[config.mk]
export PLATFORM = sky130hd
export DESIGN_NAME = cluster_job_dispatcher_flat
export DESIGN_NICKNAME = d
export VERILOG_FILES = /design/src/rtl/core/cjd_pkg.sv /design/src/rtl/core/cjd_req_if.sv /design/src/rtl/core/cjd_rsp_if.sv /design/src/rtl/core/cjd_front.sv /design/src/rtl/core/cjd_engine.sv /design/src/rtl/core/cluster_job_dispatcher.sv /design/src/flat_wrapper.sv
export SDC_FILE = /design/constraint.sdc
export NUM_CORES = 2
export LEC_CHECK = 0
export BUFFER_PORTS_ARGS = -buffer_cell sky130_fd_sc_hd__buf_2
export CAP_MARGIN = 30
export CORE_MARGIN = 2
export CORE_UTILIZATION = 42
export CTS_CLUSTER_DIAMETER = 120
export DETAILED_ROUTE_END_ITERATION = 10
export SYNTH_ARGS = -nofsm -noshare
export SYNTH_HDL_FRONTEND = slang
export SYNTH_SLANG_ARGS = --single-unit
[constraint.sdc]
create_clock -name clock -period 10.9 [get_ports clock]
set_input_delay 0.545 -clock clock [delete_from_list [all_inputs] [get_ports clock]]
set_output_delay 0.545 -clock clock [all_outputs]
set_load 0.03 [all_outputs]
[src/rtl/core/cjd_pkg.sv]
// ============================================================================
// Cluster job dispatcher package
// Shared widths, the job item type and a small helper function.
// ============================================================================
package cjd_pkg;

   // Fixed widths of the item fields.
   localparam int DurWidth   = 8;
   localparam int ProcsWidth = 7;
   localparam int CfgWidth   = 7;
   localparam int CountWidth = 7;
   localparam int QueueWidth = 5;
   localparam int TotalWidth = 32;
   localparam int LoadWidth  = 48;
   localparam int TickWidth  = 32;

   // Defaults for the top-level parameters.
   localparam int DefMaxProcs     = 64;
   localparam int DefQueueDepth   = 16;
   localparam int DefDurationBits = 8;

   // Reset value of the processor count register.
   localparam logic [CfgWidth-1:0] ProcCountReset = 7'd16;

   // Register indexes of the configuration port.
   localparam logic CSR_PROC_COUNT = 1'b0;

   // One job as carried from the front part to the engine.
   typedef struct packed {
      logic                  arrives;
      logic [DurWidth-1:0]   dur;
      logic [ProcsWidth-1:0] procs;
   } job_type;

   // Saturating increment of a 32-bit total.
   function automatic logic [TotalWidth-1:0] sat_inc(input logic [TotalWidth-1:0] v);
      sat_inc = (v == '1) ? v : v + 1'b1;
   endfunction

endpackage

[src/rtl/core/cjd_req_if.sv]
// ============================================================================
// Job request channel
// Valid/ready channel that carries one tick of the cluster per item.
// ============================================================================
interface cjd_req_if;
   import cjd_pkg::*;

   logic                  valid;
   logic                  ready;
   logic                  job_arrives;
   logic [DurWidth-1:0]   job_duration;
   logic [ProcsWidth-1:0] job_procs;

   modport source (output valid, job_arrives, job_duration, job_procs, input ready);
   modport sink   (input valid, job_arrives, job_duration, job_procs, output ready);
endinterface

[src/rtl/core/cjd_rsp_if.sv]
// ============================================================================
// Job status channel
// Valid/ready channel that carries the cluster status after each tick.
// ============================================================================
interface cjd_rsp_if;
   import cjd_pkg::*;

   logic                  valid;
   logic                  ready;
   logic [CountWidth-1:0] busy_procs;
   logic [CountWidth-1:0] running_jobs;
   logic [QueueWidth-1:0] queued_jobs;
   logic [TotalWidth-1:0] arrived_total;
   logic [TotalWidth-1:0] completed_total;
   logic [TotalWidth-1:0] rejected_total;
   logic [TotalWidth-1:0] idle_ticks;
   logic [LoadWidth-1:0]  load_sum;

   modport source (output valid, busy_procs, running_jobs, queued_jobs, arrived_total,
                   completed_total, rejected_total, idle_ticks, load_sum, input ready);
   modport sink   (input valid, busy_procs, running_jobs, queued_jobs, arrived_total,
                   completed_total, rejected_total, idle_ticks, load_sum, output ready);
endinterface

[src/rtl/core/cjd_front.sv]
// ============================================================================
// Cluster job dispatcher front end
// Accepts tick items, masks the duration and holds them in a two-entry queue.
// ============================================================================
module cjd_front #(
   parameter int DURATION_BITS = cjd_pkg::DefDurationBits
) (
   input  logic             clock,
   input  logic             reset,
   cjd_req_if.sink          req,
   output logic             job_valid,
   output cjd_pkg::job_type job,
   input  logic             job_pop
);
   import cjd_pkg::*;

   localparam logic [DurWidth-1:0] DurMask = DurWidth'((64'd1 << DURATION_BITS) - 64'd1);

   job_type    q_ff [2];
   logic       wr_ptr_ff, wr_ptr_in;
   logic       rd_ptr_ff, rd_ptr_in;
   logic [1:0] cnt_ff, cnt_in;
   logic       push;
   job_type    job_new;

   // Classify the incoming tick.
   always_comb begin
      job_new.arrives = req.job_arrives;
      job_new.dur     = req.job_duration & DurMask;
      job_new.procs   = req.job_procs;
   end

   assign req.ready = (cnt_ff != 2'd2);
   assign push      = req.valid && req.ready;
   assign job_valid = (cnt_ff != 2'd0);
   assign job       = q_ff[rd_ptr_ff];

   // Queue pointers.
   always_comb begin
      wr_ptr_in = wr_ptr_ff ^ push;
      rd_ptr_in = rd_ptr_ff ^ job_pop;
      cnt_in    = cnt_ff + {1'b0, push} - {1'b0, job_pop};
   end

   always_ff @(posedge clock) begin
      if (reset) begin
         wr_ptr_ff <= 1'b0;
         rd_ptr_ff <= 1'b0;
         cnt_ff    <= 2'd0;
      end else begin
         wr_ptr_ff <= wr_ptr_in;
         rd_ptr_ff <= rd_ptr_in;
         cnt_ff    <= cnt_in;
      end
   end

   // Queue storage.
   always_ff @(posedge clock) begin
      if (push) begin
         q_ff[wr_ptr_ff] <= job_new;
      end
   end
endmodule

[src/rtl/core/cjd_engine.sv]
// ============================================================================
// Cluster job dispatcher engine
// Runs one tick: accounting, queue admission, retire scan, dispatch, status.
// ============================================================================
module cjd_engine #(
   parameter int MAX_PROCS   = cjd_pkg::DefMaxProcs,
   parameter int QUEUE_DEPTH = cjd_pkg::DefQueueDepth
) (
   input  logic                           clock,
   input  logic                           reset,
   input  logic [cjd_pkg::CfgWidth-1:0]   proc_count,
   input  logic                           job_valid,
   input  cjd_pkg::job_type               job,
   output logic                           job_pop,
   cjd_rsp_if.source                      rsp
);
   import cjd_pkg::*;

   localparam int CW   = $clog2(MAX_PROCS + 1);
   localparam int AW   = (MAX_PROCS > 1) ? $clog2(MAX_PROCS) : 1;
   localparam int PW   = (CW > ProcsWidth) ? CW : ProcsWidth;
   localparam int QAW  = (QUEUE_DEPTH > 1) ? $clog2(QUEUE_DEPTH) : 1;
   localparam int FW   = $clog2(QUEUE_DEPTH + 1);
   localparam int REW  = TickWidth + CW;
   localparam logic [CW-1:0]  MaxProcs   = CW'(MAX_PROCS);
   localparam logic [FW-1:0]  QueueDepth = FW'(QUEUE_DEPTH);

   typedef enum logic [5:0] {
      S_IDLE  = 6'b000001,
      S_START = 6'b000010,
      S_SCAN  = 6'b000100,
      S_HEAD  = 6'b001000,
      S_DISP  = 6'b010000,
      S_OUT   = 6'b100000
   } state_type;

   state_type             state_ff, state_in;
   logic                  started_ff, started_in;
   logic [TickWidth-1:0]  tick_ff, tick_in;
   logic [CW-1:0]         run_cnt_ff, run_cnt_in;
   logic [CW-1:0]         busy_ff, busy_in;
   logic [QAW-1:0]        head_ff, head_in;
   logic [FW-1:0]         fill_ff, fill_in;
   logic [TotalWidth-1:0] arrive_ff, arrive_in;
   logic [TotalWidth-1:0] done_ff, done_in;
   logic [TotalWidth-1:0] reject_ff, reject_in;
   logic [TotalWidth-1:0] idle_ff, idle_in;
   logic [LoadWidth-1:0]  load_ff, load_in;
   logic [CW-1:0]         rd_idx_ff, rd_idx_in;
   logic [CW-1:0]         wr_idx_ff, wr_idx_in;
   logic                  rv_ff, rv_in;
   job_type               job_ff, job_in;
   logic                  rsp_valid_ff, rsp_valid_in;
   logic                  rsp_load;

   logic [CountWidth-1:0] busy_out_ff;
   logic [CountWidth-1:0] runs_out_ff;
   logic [QueueWidth-1:0] fill_out_ff;
   logic [TotalWidth-1:0] arrive_out_ff;
   logic [TotalWidth-1:0] done_out_ff;
   logic [TotalWidth-1:0] reject_out_ff;
   logic [TotalWidth-1:0] idle_out_ff;
   logic [LoadWidth-1:0]  load_out_ff;

   // Run table: end tick and processors of each running job.
   logic [REW-1:0]        run_mem [MAX_PROCS];
   logic [REW-1:0]        run_rd_ff;
   logic                  run_we;
   logic [AW-1:0]         run_wa;
   logic [REW-1:0]        run_wd;

   // Wait queue of jobs not yet dispatched.
   job_type               fifo_mem [QUEUE_DEPTH];
   job_type               fifo_rd_ff;
   logic                  fifo_we;
   logic [QAW-1:0]        fifo_wa;

   logic [PW-1:0]         cap_wide;
   logic [CW-1:0]         cap;
   logic [CW-1:0]         free_procs;
   logic [LoadWidth:0]    load_sum;
   logic [QAW:0]          slot_sum;
   logic                  issue;
   logic [TickWidth-1:0]  ent_end;
   logic [CW-1:0]         ent_procs;

   // Usable capacity is the configured count limited to the table size.
   always_comb begin
      cap_wide   = (PW'(proc_count) > PW'(MAX_PROCS)) ? PW'(MAX_PROCS) : PW'(proc_count);
      cap        = cap_wide[CW-1:0];
      free_procs = cap - busy_ff;
      load_sum   = {1'b0, load_ff} + (LoadWidth + 1)'(busy_ff);
      slot_sum   = {1'b0, head_ff} + (QAW + 1)'(fill_ff);
      ent_end    = run_rd_ff[REW-1:CW];
      ent_procs  = run_rd_ff[CW-1:0];
      issue      = (rd_idx_ff < run_cnt_ff);
      rsp_load   = (state_ff == S_OUT) && (!rsp_valid_ff || rsp.ready);
   end

   // Tick sequencer.
   always_comb begin
      state_in     = state_ff;
      started_in   = started_ff;
      tick_in      = tick_ff;
      run_cnt_in   = run_cnt_ff;
      busy_in      = busy_ff;
      head_in      = head_ff;
      fill_in      = fill_ff;
      arrive_in    = arrive_ff;
      done_in      = done_ff;
      reject_in    = reject_ff;
      idle_in      = idle_ff;
      load_in      = load_ff;
      rd_idx_in    = rd_idx_ff;
      wr_idx_in    = wr_idx_ff;
      rv_in        = rv_ff;
      job_in       = job_ff;
      job_pop      = 1'b0;
      run_we       = 1'b0;
      run_wa       = '0;
      run_wd       = '0;
      fifo_we      = 1'b0;
      fifo_wa      = (slot_sum >= (QAW + 1)'(QUEUE_DEPTH)) ?
                     QAW'(slot_sum - (QAW + 1)'(QUEUE_DEPTH)) : QAW'(slot_sum);
      rsp_valid_in = rsp_valid_ff && !rsp.ready;

      case (state_ff)
         S_IDLE: begin
            if (job_valid) begin
               job_pop  = 1'b1;
               job_in   = job;
               state_in = S_START;
            end
         end
         // Accounting of the previous tick and admission of the arrival.
         S_START: begin
            if (started_ff) begin
               if (run_cnt_ff == '0) begin
                  idle_in = sat_inc(idle_ff);
               end
               load_in = load_sum[LoadWidth] ? '1 : load_sum[LoadWidth-1:0];
            end
            started_in = 1'b1;
            if (job_ff.arrives) begin
               arrive_in = sat_inc(arrive_ff);
               if (fill_ff >= QueueDepth) begin
                  reject_in = sat_inc(reject_ff);
               end else begin
                  fifo_we = 1'b1;
                  fill_in = fill_ff + 1'b1;
               end
            end
            rd_idx_in = '0;
            wr_idx_in = '0;
            rv_in     = 1'b0;
            state_in  = S_SCAN;
         end
         // Retire scan: read one entry a cycle, keep the survivors in order.
         S_SCAN: begin
            if (issue) begin
               rd_idx_in = rd_idx_ff + 1'b1;
            end
            rv_in = issue;
            if (rv_ff) begin
               if (ent_end == tick_ff) begin
                  busy_in = (busy_ff >= ent_procs) ? busy_ff - ent_procs : '0;
                  done_in = sat_inc(done_ff);
               end else begin
                  run_we    = 1'b1;
                  run_wa    = wr_idx_ff[AW-1:0];
                  run_wd    = run_rd_ff;
                  wr_idx_in = wr_idx_ff + 1'b1;
               end
            end
            if (!issue && !rv_ff) begin
               run_cnt_in = wr_idx_ff;
               state_in   = S_HEAD;
            end
         end
         // Wait for the queue head to be read and check for a head and free room.
         S_HEAD: begin
            if ((fill_ff != '0) && (busy_ff < cap) && (run_cnt_ff < MaxProcs)) begin
               state_in = S_DISP;
            end else begin
               state_in = S_OUT;
            end
         end
         // Dispatch the head if it fits.
         S_DISP: begin
            if (PW'(fifo_rd_ff.procs) <= PW'(free_procs)) begin
               run_we     = 1'b1;
               run_wa     = run_cnt_ff[AW-1:0];
               run_wd     = {tick_ff + TickWidth'(fifo_rd_ff.dur), CW'(fifo_rd_ff.procs)};
               run_cnt_in = run_cnt_ff + 1'b1;
               busy_in    = busy_ff + CW'(fifo_rd_ff.procs);
               head_in    = (head_ff == QAW'(QUEUE_DEPTH - 1)) ? '0 : head_ff + 1'b1;
               fill_in    = fill_ff - 1'b1;
               state_in   = S_HEAD;
            end else begin
               state_in = S_OUT;
            end
         end
         // Hand the status over once the output register is free.
         S_OUT: begin
            if (rsp_load) begin
               rsp_valid_in = 1'b1;
               tick_in      = tick_ff + 1'b1;
               state_in     = S_IDLE;
            end
         end
         default: begin
            state_in = S_IDLE;
         end
      endcase
   end

   always_ff @(posedge clock) begin
      if (reset) begin
         state_ff     <= S_IDLE;
         started_ff   <= 1'b0;
         tick_ff      <= '0;
         run_cnt_ff   <= '0;
         busy_ff      <= '0;
         head_ff      <= '0;
         fill_ff      <= '0;
         arrive_ff    <= '0;
         done_ff      <= '0;
         reject_ff    <= '0;
         idle_ff      <= '0;
         load_ff      <= '0;
         rd_idx_ff    <= '0;
         wr_idx_ff    <= '0;
         rv_ff        <= 1'b0;
         rsp_valid_ff <= 1'b0;
      end else begin
         state_ff     <= state_in;
         started_ff   <= started_in;
         tick_ff      <= tick_in;
         run_cnt_ff   <= run_cnt_in;
         busy_ff      <= busy_in;
         head_ff      <= head_in;
         fill_ff      <= fill_in;
         arrive_ff    <= arrive_in;
         done_ff      <= done_in;
         reject_ff    <= reject_in;
         idle_ff      <= idle_in;
         load_ff      <= load_in;
         rd_idx_ff    <= rd_idx_in;
         wr_idx_ff    <= wr_idx_in;
         rv_ff        <= rv_in;
         rsp_valid_ff <= rsp_valid_in;
      end
   end

   // Latched item and the status register.
   always_ff @(posedge clock) begin
      job_ff <= job_in;
      if (rsp_load) begin
         busy_out_ff   <= CountWidth'(busy_ff);
         runs_out_ff   <= CountWidth'(run_cnt_ff);
         fill_out_ff   <= QueueWidth'(fill_ff);
         arrive_out_ff <= arrive_ff;
         done_out_ff   <= done_ff;
         reject_out_ff <= reject_ff;
         idle_out_ff   <= idle_ff;
         load_out_ff   <= load_ff;
      end
   end

   // Run table memory.
   always_ff @(posedge clock) begin
      if (run_we) begin
         run_mem[run_wa] <= run_wd;
      end
      run_rd_ff <= run_mem[rd_idx_ff[AW-1:0]];
   end

   // Wait queue memory.
   always_ff @(posedge clock) begin
      if (fifo_we) begin
         fifo_mem[fifo_wa] <= job_ff;
      end
      fifo_rd_ff <= fifo_mem[head_ff];
   end

   assign rsp.valid           = rsp_valid_ff;
   assign rsp.busy_procs      = busy_out_ff;
   assign rsp.running_jobs    = runs_out_ff;
   assign rsp.queued_jobs     = fill_out_ff;
   assign rsp.arrived_total   = arrive_out_ff;
   assign rsp.completed_total = done_out_ff;
   assign rsp.rejected_total  = reject_out_ff;
   assign rsp.idle_ticks      = idle_out_ff;
   assign rsp.load_sum        = load_out_ff;
endmodule

[src/rtl/core/cluster_job_dispatcher.sv]
// ============================================================================
// Cluster job dispatcher
// FIFO job scheduler with processor admission, one status item per tick.
// ============================================================================
//  channel   direction  handshake        payload
//  req_chan  in         valid/ready      job_arrives, job_duration, job_procs
//  rsp_chan  out        valid/ready      busy/running/queued counts and totals
//  csr_*     in         APB write/read   proc_count at byte address 0
//
// An item passes the engine states in order: idle, start, a retire scan of the
// running jobs, a head check and a dispatch per job dispatched, a last head
// check with a failed dispatch when the head does not fit, and the output state.
// Reset is synchronous and clears all counters; memories hold no reset value.
// A two-entry input queue takes items while the engine works or while a
// status item waits in the output register.
module cluster_job_dispatcher #(
   parameter int MAX_PROCS     = cjd_pkg::DefMaxProcs,
   parameter int QUEUE_DEPTH   = cjd_pkg::DefQueueDepth,
   parameter int DURATION_BITS = cjd_pkg::DefDurationBits
) (
   input  logic        clock,
   input  logic        reset,
   cjd_req_if.sink     req_chan,
   cjd_rsp_if.source   rsp_chan,
   input  logic        csr_psel,
   input  logic        csr_penable,
   input  logic        csr_pwrite,
   input  logic [2:0]  csr_paddr,
   input  logic [31:0] csr_pwdata,
   output logic [31:0] csr_prdata,
   output logic        csr_pready
);
   import cjd_pkg::*;

   logic [CfgWidth-1:0] proc_count_ff, proc_count_in;
   logic                job_valid;
   job_type             job;
   logic                job_pop;
   logic                csr_write;

   // Configuration register.
   assign csr_pready = 1'b1;
   assign csr_write  = csr_psel && csr_penable && csr_pwrite && csr_pready &&
                       (csr_paddr[2] == CSR_PROC_COUNT);
   assign proc_count_in = csr_write ? csr_pwdata[CfgWidth-1:0] : proc_count_ff;
   assign csr_prdata    = (csr_paddr[2] == CSR_PROC_COUNT) ? 32'(proc_count_ff) : 32'd0;

   always_ff @(posedge clock) begin
      if (reset) begin
         proc_count_ff <= ProcCountReset;
      end else begin
         proc_count_ff <= proc_count_in;
      end
   end

   cjd_front #(
      .DURATION_BITS (DURATION_BITS)
   ) u_front (
      .clock     (clock),
      .reset     (reset),
      .req       (req_chan),
      .job_valid (job_valid),
      .job       (job),
      .job_pop   (job_pop)
   );

   cjd_engine #(
      .MAX_PROCS   (MAX_PROCS),
      .QUEUE_DEPTH (QUEUE_DEPTH)
   ) u_engine (
      .clock      (clock),
      .reset      (reset),
      .proc_count (proc_count_ff),
      .job_valid  (job_valid),
      .job        (job),
      .job_pop    (job_pop),
      .rsp        (rsp_chan)
   );

   // Rejected jobs are a subset of arrived jobs.
   a_reject_le_arrive : assert property (@(posedge clock) disable iff (reset)
      rsp_chan.valid |-> (rsp_chan.rejected_total <= rsp_chan.arrived_total))
      else $error("rejected total exceeds arrived total");

   // Completed jobs were all admitted first.
   a_done_le_arrive : assert property (@(posedge clock) disable iff (reset)
      rsp_chan.valid |-> (rsp_chan.completed_total <= rsp_chan.arrived_total))
      else $error("completed total exceeds arrived total");

   // With no job running no processor is busy.
   a_idle_no_busy : assert property (@(posedge clock) disable iff (reset)
      (MAX_PROCS < 128) && rsp_chan.valid && (rsp_chan.running_jobs == '0)
      |-> (rsp_chan.busy_procs == '0))
      else $error("busy processors with no running job");
endmodule

[src/flat_wrapper.sv]
// flat-port wrapper written by rule: the top's interface ports become plain ports
module cluster_job_dispatcher_flat import cjd_pkg::*;
#(
   parameter int MAX_PROCS     = cjd_pkg::DefMaxProcs,
   parameter int QUEUE_DEPTH   = cjd_pkg::DefQueueDepth,
   parameter int DURATION_BITS = cjd_pkg::DefDurationBits
)
  (clock, reset, csr_psel, csr_penable, csr_pwrite, csr_paddr, csr_pwdata, csr_prdata, csr_pready, req_chan_valid, req_chan_job_arrives, req_chan_job_duration, req_chan_job_procs, req_chan_ready, rsp_chan_valid, rsp_chan_busy_procs, rsp_chan_running_jobs, rsp_chan_queued_jobs, rsp_chan_arrived_total, rsp_chan_completed_total, rsp_chan_rejected_total, rsp_chan_idle_ticks, rsp_chan_load_sum, rsp_chan_ready);
  cjd_req_if req_chan_i ();
  cjd_rsp_if rsp_chan_i ();
  input  logic clock;
  input  logic reset;
  input  logic csr_psel;
  input  logic csr_penable;
  input  logic csr_pwrite;
  input  logic [2:0] csr_paddr;
  input  logic [31:0] csr_pwdata;
  output logic [31:0] csr_prdata;
  output logic csr_pready;
  input wire logic [$bits(req_chan_i.valid)-1:0] req_chan_valid;
  input wire logic [$bits(req_chan_i.job_arrives)-1:0] req_chan_job_arrives;
  input wire logic [$bits(req_chan_i.job_duration)-1:0] req_chan_job_duration;
  input wire logic [$bits(req_chan_i.job_procs)-1:0] req_chan_job_procs;
  output wire logic [$bits(req_chan_i.ready)-1:0] req_chan_ready;
  output wire logic [$bits(rsp_chan_i.valid)-1:0] rsp_chan_valid;
  output wire logic [$bits(rsp_chan_i.busy_procs)-1:0] rsp_chan_busy_procs;
  output wire logic [$bits(rsp_chan_i.running_jobs)-1:0] rsp_chan_running_jobs;
  output wire logic [$bits(rsp_chan_i.queued_jobs)-1:0] rsp_chan_queued_jobs;
  output wire logic [$bits(rsp_chan_i.arrived_total)-1:0] rsp_chan_arrived_total;
  output wire logic [$bits(rsp_chan_i.completed_total)-1:0] rsp_chan_completed_total;
  output wire logic [$bits(rsp_chan_i.rejected_total)-1:0] rsp_chan_rejected_total;
  output wire logic [$bits(rsp_chan_i.idle_ticks)-1:0] rsp_chan_idle_ticks;
  output wire logic [$bits(rsp_chan_i.load_sum)-1:0] rsp_chan_load_sum;
  input wire logic [$bits(rsp_chan_i.ready)-1:0] rsp_chan_ready;
  assign req_chan_i.valid = req_chan_valid;
  assign req_chan_i.job_arrives = req_chan_job_arrives;
  assign req_chan_i.job_duration = req_chan_job_duration;
  assign req_chan_i.job_procs = req_chan_job_procs;
  assign req_chan_ready = req_chan_i.ready;
  assign rsp_chan_valid = rsp_chan_i.valid;
  assign rsp_chan_busy_procs = rsp_chan_i.busy_procs;
  assign rsp_chan_running_jobs = rsp_chan_i.running_jobs;
  assign rsp_chan_queued_jobs = rsp_chan_i.queued_jobs;
  assign rsp_chan_arrived_total = rsp_chan_i.arrived_total;
  assign rsp_chan_completed_total = rsp_chan_i.completed_total;
  assign rsp_chan_rejected_total = rsp_chan_i.rejected_total;
  assign rsp_chan_idle_ticks = rsp_chan_i.idle_ticks;
  assign rsp_chan_load_sum = rsp_chan_i.load_sum;
  assign rsp_chan_i.ready = rsp_chan_ready;
  cluster_job_dispatcher #(.MAX_PROCS(MAX_PROCS), .QUEUE_DEPTH(QUEUE_DEPTH), .DURATION_BITS(DURATION_BITS)) u_core (.clock(clock), .reset(reset), .req_chan(req_chan_i), .rsp_chan(rsp_chan_i), .csr_psel(csr_psel), .csr_penable(csr_penable), .csr_pwrite(csr_pwrite), .csr_paddr(csr_paddr), .csr_pwdata(csr_pwdata), .csr_prdata(csr_prdata), .csr_pready(csr_pready));
endmodule
==> metrics.yaml <==
htreeDepth: 5
power_density_nw_per_um2: 176.5
worst-slew-pin-transition_ps: 1122
fill_cells: 24590
critPathArrivalTime_ps: 7540
totalWireLength_um: 321200
post-route-period-util: 0.6461
ys_seq_elements: 3298
synthFlopType: "edfxtp_1"
cts.sinks: 3298
clk_pin_slew_worst_paths_ps: 60
total_power_w: 0.02609
rsz0062_at_grt: "no"
endpoint_kind: "flop"
synth_top_area_frac: 0.6967
start_kind: "flop"
finalNetCount: 6888
r2r_start: "u_core.proc_count_ff[6]"
wl_per_cell_um: 28.84
die_h_um: 556.9
cts_made_buffers: 343
synth_top_family_by_area: "multiplexers"
grt_start_max_net_pins: 141
async_reset_ff_frac: 0
cts_tree: "done"
r2r_cells: 19
startpoint: "u_core.proc_count_ff[6]"
finalHoldViolCount: 0
p_leak_nw: 51.31
crit_end: "u_core.u_engine.run_mem[45][19]"
io_buffer_count: 234
final-seq-area_sq_um: 95870
fp.dieW_um: 556.9
drv_cap: 0
crit_required_ps: 11400
synth_xor_area_frac: 0.01855
status: "complete, no violations"
synth_area_leaders: "edfxtp_1, mux4_2, dfxtp_1"
layout_min_cycle_time_ps: 7043
grt_pass1_wl_um: 461500
synth_compound_area_frac: 0.01569
globalRoute.totalOverflow: 0
core_sq_um: 305000
drc: 0
rows: 203
antenna_found_initial: 12
drv_slew: 0
critPathMaxStageDelay_ps: 960
hpwl_um: 183100
yosysTopAreaCell: "edfxtp_1"
syn-mean-instance-area_sq_um: 20.50
fmaxAchievable_mhz: 142.0
final_cell_area_sq_um: 147900
setup_tns_ps: 0
hold_class: "in -> reg"
routed_via_density: 5.755
grt_pass1_vias: 63780
dr.pass1.iters: 5
vdd_ir_drop_max_v: 0.0001254
area_growth_pct: 15.16
io_pins: 288
synthAdderAreaFrac: 0.007718
seq_area_frac_synth: 0.7465
slew_headroom: 0.2520
track_usage: 0.2052
final_layout_size_suffix_gt1_frac: 0.2846
critical_path_class: "reg -> reg"
gp_congestion: 0.8572
synth_most_common_cell: "edfxtp_1"
synth-edff-count: 2979
drt_iter0_drc: 7638
synth.distinct_cells: 87
clock-skew-final_ps: 45.29
ys_warn_count: 0
r2r_slack_ps: 3860
drtAntennaViolNets: 0
cp_slowest_cell: "nor2_4"
start_util: 0.4209
multi_input_area_sq_um: 31770
r2r_end: "u_core.u_engine.run_mem[45][19]"
path_max_fanout: 20
dpl_cell_area_sq_um: 136000
synthSimpleGateAreaFrac: 0.03881
synthTopCellsByCount: "edfxtp_1, mux4_2, nor2_1"
path_common_cell: "a21oi_1"
setup_viol: 0
synthMuxAreaShare: 0.1590
final_util: 0.4847
root_buffer: "clkbuf_16"
vias: 64100
crit_chain: "nand2b_1, ha_1, inv_1, fa_1, a21o_1, a21oi_1, o21bai_1, a21oi_1, xor2_1, ha_1, nand3_1, or3_1, a21oi_1, o31a_1, buf_4, a22o_1, nand3_1, nor2_4, buf_4"
hold_ws_ps: 79.91
clk_path_buf_depth: 4
clk_latency_ps: 880
cts_setup_buffers: 0
dieArea_sq_um: 310100
synth_area_sq_um: 128400
netlist_instances: 6264
## critical path, delay by kind of cell, from the launching register on
kind                       cells  cell delay (ps)
AOI/OAI and AO/OA              7             1680
xor gates and xnor gates       1              110
adders and majority gates      3              920
buffers and inverters          3              970
DFF                            1              510
and+or+nand+nor                5             2410
## power by group
group	internal, W	total [W]	switching (W)
Combinational	0.0000874	0.000223	0.000136
Clock	0.00711	0.0120	0.00486
Sequential	0.0138	0.0139	0.000134
## cell usage in the layout (no fill, tap or decap), types with 10 or more instances in the layout
| cell type | count |
|---|---|
| a211oi_1 | 25 |
| a21o_1 | 20 |
| a21oi_1 | 83 |
| a31oi_1 | 10 |
| and2_1 | 16 |
| and3_1 | 58 |
| and4_1 | 26 |
| buf_12 | 27 |
| buf_2 | 235 |
| buf_4 | 155 |
| bufinv_16 | 50 |
| clkbuf_1 | 57 |
| clkbuf_16 | 347 |
| clkinv_1 | 65 |
| clkinv_2 | 52 |
| clkinvlp_4 | 21 |
| conb_1 | 26 |
| dfxtp_1 | 311 |
| dlygate4sd3_1 | 23 |
| edfxtp_1 | 2979 |
| ha_1 | 68 |
| inv_1 | 63 |
| mux2_2 | 17 |
| mux4_2 | 894 |
| nand2_1 | 165 |
| nand2b_1 | 11 |
| nand3_1 | 90 |
| nand3b_1 | 14 |
| nand4_1 | 79 |
| nor2_1 | 265 |
| nor2_4 | 62 |
| nor2b_1 | 24 |
| nor3_1 | 72 |
| nor4_1 | 21 |
| o21ai_0 | 61 |
| o21ai_1 | 14 |
| o21ai_4 | 28 |
| or3_1 | 27 |
| xnor2_1 | 161 |
| xor2_1 | 111 |
## cell families after synthesis
| group | after synthesis |
|---|---|
| compound gates | 320 |
| xor+xnor | 272 |
| fa+ha+maj | 75 |
| buf+inv | 395 |
| flops | 3298 |
| mux | 920 |
| other cells | 2 |
| simple gates | 982 |
## what timing repair did
action	in CTS	in global routing
gates resized for setup	0	0
endpoints found under the setup margin	0	0
endpoints found under the hold margin	40	0
hold buffers	23	0
## stage by stage
| step | setup slack [ps] | instances |
|---|---|---|
| 4_1_cts | 3795 | 11130 |
| 5_1_grt | 3458 | 11140 |
| 2_1_floorplan | 3832 | 6288 |
| 3_3_place_gp | 3701 | 10460 |
| 3_5_place_dp | 3826 | 10480 |
| 6_report | 3857 | 11140 |
## sequential cells by signal (all words and copies together), names as in the netlist, 32 cells and up
register / flops
u_core.u_engine.run_mem: 2496
u_core.u_engine.fifo_mem: 240
u_core.u_engine.arrive_ff: 32
u_core.u_engine.rsp.completed_total: 32
u_core.u_engine.load_ff: 48
u_core.u_engine.done_ff: 32
u_core.u_engine.idle_ff: 32
u_core.u_engine.rsp.rejected_total: 32
u_core.u_engine.rsp.arrived_total: 32
u_core.u_engine.reject_ff: 32
u_core.u_engine.tick_ff: 32
u_core.u_engine.rsp.load_sum: 48
u_core.u_engine.rsp.idle_ticks: 32
u_core.u_engine.run_rd_ff: 39
u_core.u_front.q_ff: 32
## worst min path at each step
stage / start / to / cells past startpoint / slack (ps)
3_3_place_gp: u_core.u_engine.idle_ff[31] / u_core.u_engine.rsp.idle_ticks[31] / 0 / 430
2_1_floorplan: u_core.u_engine.run_cnt_ff[4] / u_core.u_engine.rsp.running_jobs[4] / 0 / 410
3_5_place_dp: u_core.u_engine.idle_ff[31] / u_core.u_engine.rsp.idle_ticks[31] / 0 / 420
5_1_grt: csr_pwdata[4] / u_core.proc_count_ff[4] / 4 / 40
6_report: csr_pwdata[4] / u_core.proc_count_ff[4] / 4 / 80
4_1_cts: csr_pwdata[4] / u_core.proc_count_ff[4] / 4 / 10
## metal layers
| metal | track usage | part of all wire | up-vias |
|---|---|---|---|
| li1 | - | - | 26700 |
| met1 | 0.2956 | 0.43 | 34390 |
| met2 | 0.3261 | 0.47 | 2556 |
| met3 | 0.02961 | 0.068 | 462 |
| met4 | 0.06006 | 0.029 | 4 |
| met5 | 0 | 0.000084 | - |
## cell type report
class | count | area share
sequential | 3298 | 0.6484
multi-input combinational | 2595 | 0.2149
clock buffer | 412 | 0.06092
tap | 4100 | 0.03469
timing repair buffer | 453 | 0.02246
clock inverter | 212 | 0.01695
inverter | 64 | 0.001675
antenna | 4 | 0.00006770
No activity file was read; power rests on OpenSTA's default activity.
